[config.mk]
export PLATFORM = sky130hd
export DESIGN_NAME = rbfa_region_ram
export DESIGN_NICKNAME = d
export VERILOG_FILES = /design/src/rtl/rbfa_region_ram.sv
export SDC_FILE = /design/constraint.sdc
export NUM_CORES = 1
export LEC_CHECK = 0
export BUFFER_PORTS_ARGS = -buffer_cell sky130_fd_sc_hd__buf_2
export CORE_ASPECT_RATIO = 1.1
export CORE_UTILIZATION = 55
export DETAILED_ROUTE_END_ITERATION = 7
export PLACE_DENSITY = 0.84
export REMOVE_ABC_BUFFERS = 1
export SLEW_MARGIN = 20
export SYNTH_ARGS = -nofsm -noshare
export SYNTH_HDL_FRONTEND = slang
export SYNTH_SLANG_ARGS = --single-unit
export TNS_END_PERCENT = 10
[constraint.sdc]
create_clock -name clk_i -period 2.18 [get_ports clk_i]
set_clock_uncertainty 0.05 [all_clocks]
set_input_delay 0.327 -clock clk_i [delete_from_list [all_inputs] [get_ports clk_i]]
set_output_delay 0.327 -clock clk_i [all_outputs]
set_load 0.02 [all_outputs]
[src/rtl/rbfa_region_ram.sv]
// Generic single-port-write, single-port-read synchronous RAM with registered read data.
// Depends on nothing; holds the region table of the allocator.
module rbfa_region_ram #(
  parameter int unsigned WIDTH = 8,
  parameter int unsigned DEPTH = 32
) (
  input  logic                                   clk_i,
  input  logic                                   we_i,
  input  logic [((DEPTH > 1) ? $clog2(DEPTH) : 1)-1:0] waddr_i,
  input  logic [WIDTH-1:0]                       wdata_i,
  input  logic                                   re_i,
  input  logic [((DEPTH > 1) ? $clog2(DEPTH) : 1)-1:0] raddr_i,
  output logic [WIDTH-1:0]                       rdata_o
);

  logic [WIDTH-1:0] mem_q [DEPTH];
  logic [WIDTH-1:0] rdata_q;

  always_ff @(posedge clk_i) begin
    if (we_i) begin
      mem_q[waddr_i] <= wdata_i;
    end
  end

  always_ff @(posedge clk_i) begin
    if (re_i) begin
      rdata_q <= mem_q[raddr_i];
    end
  end

  assign rdata_o = rdata_q;

endmodule

-- Word level (Yosys, flattened, before mapping)
Memories as Yosys holds them, arrays and structs flattened. A register that Yosys moved wholly into a read port is not among the register bits.
Cells that the tools add are included.
- equality and inequality tests: 0
- add/sub/neg operators: 0
- bitwise gates (word level): 0
- mux-type cells: 2
- shifts and indexed selects: 0
- div/mod/pow operators: 0
- order comparisons: 0
- $mul: 0
- reductions and logical operators: 0
- operators with widths (kind ; count):
    $mux 1 ; 2
- bits in latches: 0
- bits in read-only memories: 0
- memory bits (writable): 256
- output and inout port bits: 8
- bits in registers: 0
- input port bits: 21
- memories: 1
- memory list (name ; words ; width ; read ports ; clocked after Yosys merged registers in ; wr ports ; RTL line ; text):
    mem_q ; 32 ; 8 ; 1 ; 1 ; 1 ; 16 ; logic [WIDTH-1:0] mem_q [DEPTH];

-- Longest topological paths before layout
- depth in word-level cells: 2
- mapped depth: 5
- depth with buffers taken out: 3

-- Worst setup path before layout
No wires, ideal clock.
- path kind: input-to-reg
- start: input port raddr_i[2] (netlist name)
- end: register rdata_q[0] (netlist: rdata_o[0]), read port of mem_q, data pin
- data required time: 1.870 ns
- arrival: 2.009 ns
- slack: -0.139 ns
- library setup time: 0.260 ns
- stages: 5
- cell sequence: clkbuf_1 -> clkbuf_1 -> mux4_2 -> mux4_2 -> mux2_2
- RTL lines (element ; RTL line ; text):
    start: declaration ; 12 ; input logic [((DEPTH > 1) ? $clog2(DEPTH) : 1)-1:0] raddr_i,
    end: declaration ; 17 ; logic [WIDTH-1:0] rdata_q;

==> results.yml <==
floorplan:
  die_area_um2: 19000
  ioPinCount: 29
  initial_core_util: 0.567
  core_area_um2: 17900
  rows: 51
  die_x_um: 131
  die_h_um: 144
yosys:
  synth_xor_area_frac: 0
  synth_top_area_share: 0.782
  syn-instance-count: 417
  muxShareOfSynthArea: 0.187
  synth_top_family_by_area: "multiplexers"
  yosysMostFrequentCell: "edfxtp_1"
  synth-warning-count: 0
  ys.flop_type: "edfxtp_1"
  synth_simple_gate_area_frac: 0.0205
  netlist_area_um2: 10100
  yosys.area.top_type: "edfxtp_1"
  synth-edff-count: 264
  yosysSeqAreaShare: 0.782
  synth.area.top_cells: "edfxtp_1 (78%), mux4_2 (18%), nor2_1 (1.2%), mux2_2 (0.89%), buf_4 (0.44%)"
  synth.distinct_cells: 14
  synth_seq_cells: 264
  synth_common_cells: "edfxtp_1 (264), mux4_2 (80), nor2_1 (33)"
  synth.avg_cell_area_um2: 24.3
  synth_compound_area_frac: 0
  synth-adder-area-share: 0
  async_reset_ff_frac: 0
run_status:
  status: "completed"
sta:
  min_period_ns: 2.04
  slew_viol_final: 0
  maxSlewHeadroom: 0.559
  holdWs_ns: 0.135
  hold_violations: 0
  tightestPinTransition_ns: 0.662
  setup_slack_ns: 0.141
  fmax_ghz: 0.490
  post-route-period-util: 0.935
  setup_viol: 0
  grt_setup_unrepaired: "false"
worst_setup_path:
  startpoint: "mem_q[8][4]"
  startpoint_type: "flop"
  crit_fanout: 1
  cp_top_family: "multiplexers"
  critPathBufInv: 0
  cp_data_arrival_time_ns: 2.25
  path_depth: 3
  critPathSlowestCell: "mux4_2"
  path_cells: "mux4_2, mux4_2, mux2_2"
  cp-end-kind: "flop"
  cp-endpoint: "rdata_o[4]"
  r2r_slack_ns: 0.14
  rr_startpoint: "mem_q[8][4]"
  required_ns: 2.39
  worst-setup-path-type: "flop to flop"
  crit_top_cell: "mux4_2"
  r2r-end: "rdata_o[4]"
  cp_slowest_stage_delay_ns: 0.52
  r2r_cells: 3
cts:
  cts_tree: "done"
  clockRootBuffer: "clkbuf_16"
  htreeDepth: 1
  post_cts_buffers: 0
  cts_made_buffers: 23
  clock-sinks: 264
  cts_resized: 0
  cts_buffer_depth: 3
  holdBufCountCts: 0
  path_clk_slew_ns: 0.07
  clk_latency_ns: 0.51
placed_design:
  pre_cts_ws_ns: -0.243
  io_buffers: 28
  dpl-instance-area_um2: 10900
  dp_hpwl_um: 13100
  routabilityCongestion: 0.776
detailed_routing:
  drt_iter0_drc: 609
  via_count: 4670
  drt_wl_total_um: 20900
  antenna_left: 0
  drt-wirelength-per-cell_um: 28.1
  drc: 0
  drtPass1Iterations: 5
  via_per_inst: 6.29
power_and_ir_drop:
  power_density_nw_per_um2: 882
  power_mw: 10.2
  power.leakage_nw: 3.68
  peakVddDrop_mv: 0.711
grt:
  grt.overflow.total: 0
  grt_use_total: 0.231
  grt_pass1_wl_um: 31100
  antenna_found_initial: 1
  grt_max_degree: 35
  grt_pass1_vias: 4740
layout:
  utilization: 0.648
  design_area_um2: 11600
  n_antenna_cell: 0
  drive_gt1_frac: 0.375
  areaGrowthSynthToFinish_pct: 14.3
  nets: 512
worst_hold_path:
  holdPathStages: 1
  hold_path_class: "input pin to flop"
flow_run:
  cap_violations: 0
metal layers:
metal / vias to the layer above / track usage / part of all wire
met5: - / 0 / 0
met4: 0 / 0.0820 / 0.028
met3: 39 / 0.0361 / 0.081
met2: 260 / 0.384 / 0.51
met1: 2443 / 0.316 / 0.38
li1: 1928 / - / -
area by class of cell:
class                   count  area [um2]
clock buffers              28         594
clock inverters            10         123
fillers                  1103        6290
multi-input cells         133        2100
flip-flops and latches    264        7930
well taps                 238         298
repair buffers             69         538
sequential cells by signal, summed over array words and instances (netlist names):
name and count:
mem_q 256, rdata_o 8
report_power, final:
group	switching, mW	internal (mW)
Sequential	0.0237	5.66
Combinational	0.318	0.250
Clock	1.67	2.28
worst min path at each step:
| stage | end | startpoint | slack, ns |
|---|---|---|---|
| global placement | rdata_o[0] | re_i | 0.65 |
| detailed placement | rdata_o[5] | re_i | 0.65 |
| floorplan | mem_q[0][0] | wdata_i[0] | 0.38 |
| finish | rdata_o[3] | re_i | 0.14 |
| global route | rdata_o[4] | re_i | 0.13 |
| CTS | rdata_o[4] | re_i | 0.13 |
cell usage in the layout (no fill, tap or decap), drive strengths merged, types with 2 or more instances in the layout:
| master | instances |
|---|---|
| nand3b | 5 |
| edfxtp | 264 |
| mux2 | 8 |
| bufinv | 3 |
| mux4 | 80 |
| or3b | 3 |
| clkinv | 6 |
| nor2 | 33 |
| buf | 69 |
| nand3 | 2 |
| clkbuf | 28 |
logic make-up after synthesis:
group | count (synthesis)
buffers and inverters | 20
flip-flops | 264
multiplexers | 88
AND/OR/NAND/NOR | 45
stage by stage:
step                      setup TNS (ns)  cells
after floorplan                        0    397
after global placement             -1.53    704
after detailed placement           -1.75    704
after CTS                              0    742
after global routing                   0    742
final                                  0    742
Power figures use the tool's default switching activity.
