File: src/rtl/rbfa_pkg.sv
// Shared constants, types and codes for the region bump frame allocator.
// Depends on nothing; rbfa_region_calc, the top level and the testbench import it.
package rbfa_pkg;

  localparam int unsigned FRAME_BYTES = 4096;
  localparam int unsigned MAX_REGIONS = 32;

  localparam int unsigned ADDR_W      = 64;
  localparam int unsigned CNT_W       = 52;
  localparam int unsigned FRAME_SHIFT = $clog2(FRAME_BYTES);
  localparam int unsigned FN_W        = ADDR_W - FRAME_SHIFT;
  localparam int unsigned REG_CNT_W   = $clog2(MAX_REGIONS + 1);
  localparam int unsigned IDX_W       = (MAX_REGIONS > 1) ? $clog2(MAX_REGIONS) : 1;
  localparam int unsigned SUM_W       = ((FN_W > CNT_W) ? FN_W : CNT_W) + 1;

  localparam logic [CNT_W-1:0] CNT_MAX = {CNT_W{1'b1}};

  typedef enum logic [1:0] {
    ACT_CLEAR  = 2'd0,
    ACT_APPEND = 2'd1,
    ACT_ALLOC  = 2'd2
  } action_e;

  // One region table entry; addresses are held as frame numbers.
  typedef struct packed {
    logic            valid;
    logic [FN_W-1:0] first_fn;
    logic [FN_W-1:0] limit_fn;
  } region_t;

  localparam int unsigned ENTRY_W = $bits(region_t);

endpackage

File: src/rtl/rbfa_region_calc.sv
// Region geometry unit: registers the aligned first frame and limit of an appended
// region, then derives its validity and frame count. Depends on rbfa_pkg.
module rbfa_region_calc import rbfa_pkg::*; (
  input  logic              clk_i,
  input  logic              load_i,
  input  logic [ADDR_W-1:0] region_base_i,
  input  logic [ADDR_W-1:0] region_length_i,
  input  logic              region_usable_i,
  output region_t           region_o,
  output logic [FN_W-1:0]   count_o
);

  logic [FN_W-1:0] first_fn_d, first_fn_q;
  logic [FN_W-1:0] limit_fn_d, limit_fn_q;
  logic            wrap_d, wrap_q;
  logic            usable_q;
  logic [FN_W-1:0] base_fn;
  logic            base_off;
  logic [ADDR_W:0] end_sum;

  always_comb begin
    base_fn    = region_base_i[ADDR_W-1:FRAME_SHIFT];
    base_off   = |region_base_i[FRAME_SHIFT-1:0];
    wrap_d     = base_off && (&base_fn);
    first_fn_d = base_off ? base_fn + FN_W'(1) : base_fn;
    if (first_fn_d == '0) begin
      first_fn_d = FN_W'(1);
    end
    end_sum    = {1'b0, region_base_i} + {1'b0, region_length_i};
    limit_fn_d = end_sum[ADDR_W] ? {FN_W{1'b1}} : end_sum[ADDR_W-1:FRAME_SHIFT];
  end

  always_ff @(posedge clk_i) begin
    if (load_i) begin
      first_fn_q <= first_fn_d;
      limit_fn_q <= limit_fn_d;
      wrap_q     <= wrap_d;
      usable_q   <= region_usable_i;
    end
  end

  always_comb begin
    region_o.valid    = usable_q && !wrap_q && (limit_fn_q > first_fn_q);
    region_o.first_fn = first_fn_q;
    region_o.limit_fn = limit_fn_q;
    count_o           = limit_fn_q - first_fn_q;
  end

endmodule

File: config.mk
export PLATFORM = sky130hd
export DESIGN_NAME = rbfa_region_calc
export DESIGN_NICKNAME = d
export VERILOG_FILES = /design/src/rtl/rbfa_pkg.sv /design/src/rtl/rbfa_region_calc.sv
export SDC_FILE = /design/constraint.sdc
export NUM_CORES = 1
export LEC_CHECK = 0
export ABC_AREA = 1
export BUFFER_PORTS_ARGS = -buffer_cell sky130_fd_sc_hd__buf_2
export CAP_MARGIN = 5
export CELL_PAD_IN_SITES_DETAIL_PLACEMENT = 2
export CELL_PAD_IN_SITES_GLOBAL_PLACEMENT = 2
export CORE_UTILIZATION = 32
export CTS_CLUSTER_SIZE = 16
export DETAILED_ROUTE_END_ITERATION = 8
export PLACE_DENSITY = 0.94
export SYNTH_ARGS = -nofsm -noshare
export SYNTH_HDL_FRONTEND = slang
export SYNTH_SLANG_ARGS = --single-unit
File: constraint.sdc
create_clock -name clk_i -period 5.7 [get_ports clk_i]
set_input_delay 0.285 -clock clk_i [delete_from_list [all_inputs] [get_ports clk_i]]
set_output_delay 0.285 -clock clk_i [all_outputs]
set_load 0.1 [all_outputs]
## Word-level counts from Yosys, hierarchy flattened

Cells that the tools add are included.

- Flip-flop bits (word level): 106
- Output and inout port bits: 157

- $add $sub $neg: 3
- Reduce and logical (&&, ||, !) cells: 7
- $lt $le $gt $ge: 1
- Muxes and demuxes: 1

Operators with widths:

| kind | count |
|---|---|
| 64-bit by 64-bit adder with 65-bit output | 1 |
| 52-bit by 1-bit adder with 52-bit output, second input constant | 1 |
| 52-bit greater-than comparator | 1 |
| 52-bit logical NOT | 1 |
| 52-bit 2-to-1 mux | 1 |
| 52-bit AND reduction | 1 |
| 52-bit subtractor | 1 |
| 12-bit OR reduction | 1 |
| 1-bit logical AND | 3 |
| 1-bit logical NOT | 1 |

## Depth between registers and ports, before layout

Gate-level depths: netlist (run 1).

- Depth after elaboration: 3
- Depth in mapped cells: 15
- Depth with buffers taken out: 15

## Worst setup path after synthesis (run 1)

Ideal clock, no wire load.

- Path kind: flip-flop to output port
- Start: register limit_fn_q[0]
- End: output port region_o[104] (netlist bit)
- Arrival time: 4.510 ns
- Path slack: 0.905 ns
- Stages on the path, launching flop included: 12
- Path buffers: 0
- Cell sequence: edfxtp_1 > inv_1 > ha_1 > fa_1 > o21a_1 > o21ai_1 > nand2_1 > nand2_1 > nand2_1 > nand2_1 > a21oi_1 > nor3_1

RTL lines:

| element | line | RTL |
|---|---|---|
| start, declared | rbfa_region_calc.sv:14 | `logic [FN_W-1:0] limit_fn_d, limit_fn_q;` |
| start signal, assigned | rbfa_region_calc.sv:36 | `limit_fn_q <= limit_fn_d;` |
| end, declared | rbfa_region_calc.sv:9 | `output region_t region_o,` |

## Worst setup path after layout (run 1)

- Start: register first_fn_q[0]
- End: output port count_o[46]

- Longest elaborated chain between the ends: 1

Ends and longest elaborated chain:

| element | line | RTL |
|---|---|---|
| start, declared | rbfa_region_calc.sv:13 | `logic [FN_W-1:0] first_fn_d, first_fn_q;` |
| start signal, assigned | rbfa_region_calc.sv:35 | `first_fn_q <= first_fn_d;` |
| 52-bit subtractor | rbfa_region_calc.sv:46 | `count_o = limit_fn_q - first_fn_q;` |
| end, declared | rbfa_region_calc.sv:10 | `output logic [FN_W-1:0] count_o` |

Every way passes these cells.

==> results.yml, run 1 <==
timing:
  hold_viol_final: 0
  tightest_slew_ps: 1100
  post-route-min-period_ps: 4050
  fin_crit_sh: 0.710
  setup_viol: 0
  fmax_mhz: 247
  slew_viol_final: 0
  max_slew_margin: 0.263
  tns_ps: 0
  rsz0062_at_grt: "false"
  whs_ps: 95.3
detailed_routing:
  vias: 17100
  drt_pre_antenna_iters: 6
  routed_wl_mm: 76.2
  drc: 0
  wire_per_inst_um: 24.3
  viasPerCell: 5.45
  drtIter0Drc: 993
  antenna_left: 0
place:
  portBuffers: 287
  gp_congestion: 0.986
  place_hpwl_mm: 67.6
  dpl_cell_area_um2: 16100
  dp_cells: 3118
floorplanning:
  row_count: 76
  core_um2: 43100
  die_w_um: 211
  ioPinCount: 288
  die-area_um2: 44500
  die_h_um: 211
  start_util: 0.325
clocking:
  cts_buffers: 9
  h-tree-depth: 3
  cts-resized-gates: 0
  cts_tree: "yes"
  clk_pin_slew_ps: 80
  cts_buffer_depth: 2
  clock-root-buffer: "clkbuf_16"
  cts.sinks: 106
  ctsHoldBuffers: 0
  cts_setup_buffers: 0
synthesis:
  netlist_instances: 2255
  ys_warn_count: 0
  muxShareOfSynthArea: 0
  synth_simple_gate_area_frac: 0.354
  synthAdderAreaFrac: 0.105
  synth-seq-cells: 106
  yosysUniqueCellTypes: 47
  syn_area_per_cell_um2: 6.20
  netlist_area_um2: 14000
  synth-xor-area-share: 0.0551
  ys_seq_area_frac: 0.228
  synth_compound_area_frac: 0.154
  synth_flop_cell: "edfxtp_1"
  syn-num-nets: 2503
  synth_edf_count: 106
  async_reset_ff_frac: 0
  synth_top_family_by_area: "simple AND/OR/NAND/NOR gates"
cells_and_area:
  fin_cells: 3137
  final_nets: 2792
  drive_gt1_frac: 0.133
  fillers: 5477
  fin_util: 0.381
  design_area_um2: 16400
  area_growth_pct: 17.2
global_routing:
  gr-total-overflow: 0
  grt_usage: 0.338
  grt_first_pass_wirelength_mm: 113
  grt_pass1_vias: 18800
  grt_max_degree: 56
  antenna_found_initial: 4
setup_path:
  critical-path-top-cell-by-count: "nand2_1"
  setup.worst_path.class: "flip-flop to output port"
  crit_fanout: 4
  cp.arrival_ps: 3760
  required_ps: 5410
  cp_cell_sequence: "ha_1 -> fa_1 -> o21a_1 -> o21ai_1 -> nand2_1 -> nand2_1 -> nand2_1 -> nand2_1 -> nand3_1 -> nand3_1 -> xor2_1 -> buf_2"
  setup.worst_path.start_class: "flip-flop"
  critPathCaptureType: "output port"
  slowest_delay_ps: 460
  slowest_stage: "o21ai_1"
status:
  status: "completed"
pwr:
  p_leak_nw: 7.84
  vdd_drop_max_v: 0.000291
  powerDensity_nw_per_um2: 350
flow_run:
  max_cap_viol_count: 0
hold_path:
  hp-class: "primary input to flip-flop"
  hold_depth: 1
state kept, by name (all words and copies together), names as in the netlist:
name,cells
limit_fn_q,52
wrap_q,1
usable_q,1
first_fn_q,52
synthesized netlist by cell type, types with 2 or more instances:
cell type	instances	area share
nand2_2	2	0.00089
nor3_2	2	0.0014
o21a_1	16	0.0086
a21o_1	23	0.012
clkinv_1	2	0.00054
nor2_4	4	0.0032
nand2_1	577	0.15
o2111ai_1	2	0.0013
nor3_1	33	0.012
or2_2	10	0.0045
o21bai_1	22	0.012
nand4_1	31	0.014
a21boi_0	6	0.0032
xnor2_1	20	0.013
o21ai_0	96	0.034
o311ai_0	2	0.0013
inv_1	371	0.10
nor2_2	9	0.0040
nor2_1	348	0.093
o21bai_2	2	0.0016
or2_1	9	0.0040
edfxtp_1	106	0.23
nor4_1	9	0.0040
o21ai_1	18	0.0064
a21oi_1	151	0.054
and3_1	3	0.0013
o21ai_2	3	0.0019
buf_2	8	0.0029
o211ai_1	4	0.0021
nand3b_1	14	0.0075
ha_1	116	0.10
a211o_1	2	0.0013
nand3_1	128	0.046
xor2_1	68	0.043
and2_1	3	0.0013
a31oi_1	24	0.011
worst paths after layout:
check / endpoint / startpoint / slack [ps]
worst max-delay path: count_o[46] / first_fn_q[0]$_SDFFCE_PN1P_ / 1650
worst min-delay path: usable_q$_DFFE_PP_ / region_usable_i / 100
cell type report:
| cell class | count | area [um2] | share of cell area |
|---|---|---|---|
| timing repair buffer | 289 | 1450 | 0.0887 |
| antenna | 4 | 10.0 | 0.000611 |
| tap | 585 | 732 | 0.0446 |
| sequential | 106 | 3180 | 0.194 |
| clock buffer | 9 | 225 | 0.0137 |
| inverter | 373 | 1400 | 0.0854 |
| clock inverter | 6 | 50.0 | 0.00305 |
| multi-input combinational | 1765 | 9340 | 0.570 |
power breakdown:
part / leakage (nW) / switching, W / internal (W) / total [W]
Sequential: 1.04 / 0.000123 / 0.000976 / 0.00110
Clock: 0.136 / 0.000327 / 0.000301 / 0.000628
Combinational: 6.66 / 0.00330 / 0.000719 / 0.00402
Total: 7.84 / 0.00375 / 0.00200 / 0.00575
logic make-up after synthesis:
group | Yosys count
XOR/XNOR | 88
AO/OA/AOI/OAI | 376
adder cells (fa/ha/maj) | 117
AND/OR/NAND/NOR | 1184
flip-flops | 106
buffers and inverters | 384
critical path, delay by kind of cell (launching register included):
kind | cells | cell delay (ps)
adders and majority gates | 2 | 700
buffers and inverters | 1 | 450
xor gates and xnor gates | 1 | 150
DFF | 1 | 450
and+or+nand+nor | 6 | 910
AOI/OAI and AO/OA | 2 | 710
routing by layer:
metal | track usage | share of wire | vias to the layer above
met1 | 0.416 | 0.42 | 8420
li1 | - | - | 7932
met3 | 0.0230 | 0.043 | 162
met4 | 0.165 | 0.047 | 0
met5 | 0 | 0 | -
met2 | 0.596 | 0.49 | 573
placed cells by master, fill, tap and decap left out, types with 10 or more instances in the layout:
| master | count |
|---|---|
| a21o_1 | 23 |
| a21oi_1 | 151 |
| a31oi_1 | 24 |
| buf_2 | 286 |
| edfxtp_1 | 106 |
| ha_1 | 116 |
| inv_1 | 371 |
| nand2_1 | 577 |
| nand3_1 | 128 |
| nand3b_1 | 14 |
| nand4_1 | 31 |
| nor2_1 | 348 |
| nor3_1 | 33 |
| o21a_1 | 16 |
| o21ai_0 | 96 |
| o21ai_1 | 18 |
| o21bai_1 | 22 |
| or2_2 | 10 |
| xnor2_1 | 20 |
| xor2_1 | 68 |
through the flow:
stage,worst slack (ps),power [W]
floorplan,905,0.00411
global placement,2150,0.00497
detailed placement,1910,0.00510
CTS,1660,0.00572
global route,1530,0.00594
finish,1650,0.00575
Power figures use the tool's default switching activity.
==> run 2: changes to the inputs <==
--- a/config.mk
+++ b/config.mk
@@ -10,10 +10,10 @@
 export CAP_MARGIN = 5
 export CELL_PAD_IN_SITES_DETAIL_PLACEMENT = 2
 export CELL_PAD_IN_SITES_GLOBAL_PLACEMENT = 2
-export CORE_UTILIZATION = 32
+export CORE_UTILIZATION = 27
 export CTS_CLUSTER_SIZE = 16
 export DETAILED_ROUTE_END_ITERATION = 8
-export PLACE_DENSITY = 0.94
+export PLACE_DENSITY = 0.85
 export SYNTH_ARGS = -nofsm -noshare
 export SYNTH_HDL_FRONTEND = slang
 export SYNTH_SLANG_ARGS = --single-unit
==> constraint.sdc (replaced) <==
create_clock -name clk_i -period 3.41 [get_ports clk_i]
set_input_delay 0.1705 -clock clk_i [delete_from_list [all_inputs] [get_ports clk_i]]
set_output_delay 0.1705 -clock clk_i [all_outputs]
set_load 0.1 [all_outputs]
==> run 2 against run 1 <==
Clock power increased by 74%. Routed wire length down 0.15%. Flip-flop and latch count unchanged. Global-route usage fell by 5.4 points. Combinational power is 89% higher. Utilization down 3.8 points. Total power is 82% higher. Largest cell class unchanged. Setup slack worse by 1600 ps. First-iteration DRC count fell by 25%. Non-clock buffer count is 19 higher.
==> results.yml, run 2 (synthesis gave the netlist of run 1 again) <==
pwr:
  p_leak_nw: 8.17
  vdd_drop_max_v: 0.000493
  power.share.clock: 0.105
  power.internal_w: 0.00391
  powerDensity_nw_per_um2: 595
  seqPwrFrac: 0.167
  sw_frac_of_total: 0.625
  switchingPower_w: 0.00652
  pwr-share-comb: 0.728
floorplanning:
  core_um2: 51200
  row_count: 83
  die-area_um2: 52700
  start_util: 0.273
  die_w_um: 230
  ioPinCount: 288
  die_h_um: 230
hold_path:
  hp-class: "primary input to flip-flop"
detailed_routing:
  antenna_left: 0
  viasPerCell: 5.17
  routed_wl_mm: 76.1
  drt_pre_antenna_iters: 5
  drtIter0Drc: 746
  wire_per_inst_um: 23.4
  vias: 16800
  drc: 0
timing:
  hold_viol_final: 0
  post-route-min-period_ps: 3330
  setup_viol: 0
  max_slew_margin: 0.584
  slew_viol_final: 0
  tns_ps: 0
  rsz0062_at_grt: "true"
  fin_crit_sh: 0.977
  fmax_mhz: 300
  tightest_slew_ps: 615
setup_path:
  setup.worst_path.start_class: "flip-flop"
  critPathCaptureType: "output port"
  cp.arrival_ps: 3160
  setup.worst_path.class: "flip-flop to output port"
  crit_fanout: 5
  required_ps: 3240
place:
  place_hpwl_mm: 68.7
  gp_congestion: 0.969
  dpl_cell_area_um2: 17100
  dp_cells: 3231
  portBuffers: 287
clocking:
  cts_buffer_depth: 2
  clock-root-buffer: "clkbuf_16"
  h-tree-depth: 3
  cts_setup_buffers: 0
  cts.sinks: 106
  cts_buffers: 9
  clk_pin_slew_ps: 80
  cts_tree: "yes"
cells_and_area:
  final_nets: 2811
  area_growth_pct: 25.5
  reg.largest.list: "first_fn_q x52, limit_fn_q x52"
  design_area_um2: 17600
  final_cell_mix: "nand2_1, inv_1, nor2_1, buf_2, a21oi_1"
  fin_cells: 3252
  fillers: 6302
  drive_gt1_frac: 0.167
  final_common_cell: "nand2_1"
global_routing:
  antenna_found_initial: 6
  grt_usage: 0.284
  gr-total-overflow: 0
  grt_first_pass_wirelength_mm: 113
  grt_max_degree: 107
  grt_pass1_vias: 18300
status:
  status: "completed"
flow_run:
  max_cap_viol_count: 0
## run 2: changes by cell type in the layout (fill, tap and decap cells not counted), sizes merged
cell	change
inv	-1
buf	+15
bufinv	+1
dlygate4sd3	+1
clkbuf	+3
clkinv	+1
## run 2: final timing paths
| path | end | slack, ps | depth (start not counted) | startpoint |
|---|---|---|---|---|
| worst max-delay path | count_o[24] | 80 | 11 | limit_fn_q[3]$_SDFFCE_PP1P_ |
| worst min-delay path | first_fn_q[43]$_SDFFCE_PN0P_ | 230 | 3 | region_base_i[55] |
## run 2: critical path, cell delays in order (launching register included)
cell	delay, ps
edfxtp_1	460
ha_1	420
a21oi_1	170
o21a_1	260
o21ai_2	100
nand2_1	80
nand2_2	140
a21oi_4	330
nor2_1	80
nor2_1	310
xnor2_4	150
buf_4	300
## run 2: stage by stage
step           hold slack [ps]  power, W  worst slack (ps)   util
2_1_floorplan              269   0.00721              -445      -
3_3_place_gp               350   0.00911               315  0.334
3_5_place_dp               364   0.00925               248  0.334
4_1_cts                    227    0.0104              3.89  0.341
5_1_grt                    241    0.0108             -35.1  0.343
6_report                   226    0.0104              78.6  0.343
## run 2: cell type report
cell class              count  area (um2)  share of cell area
multi-input cells        1765        9950               0.567
clock buffers               9         225              0.0128
flip-flops and latches    106        3180               0.181
diodes                      4        10.0            0.000570
inverters                 373        1400              0.0798
clock inverters             7        76.3             0.00435
well taps                 680         851              0.0485
repair buffers            308        1860               0.106
## run 2: metal layers
metal | GRT usage | vias to the layer above | part of all wire | wire (um)
li1 | - | 7955 | - | -
met1 | 0.353 | 8384 | 0.44 | 33200
met2 | 0.513 | 351 | 0.50 | 37700
met3 | 0.0197 | 113 | 0.031 | 2350
met4 | 0.102 | 2 | 0.038 | 2890
met5 | 0 | - | 0.00017 | 13
## run 2: power by group through the flow
stage | combinational (W) | sequential (W) | clock (W)
floorplan | 0.00445 | 0.00277 | 0
global placement | 0.00736 | 0.00175 | 0
detailed placement | 0.00748 | 0.00177 | 0
CTS | 0.00753 | 0.00174 | 0.00109
global route | 0.00791 | 0.00176 | 0.00113
finish | 0.00760 | 0.00174 | 0.00109
## run 2: timing repair
item	CTS	global route
hold buffers	1	0
resized for setup	13	29
cloned	0	0
hold endpoints to repair	1	0
endpoints found under the setup margin	13	20
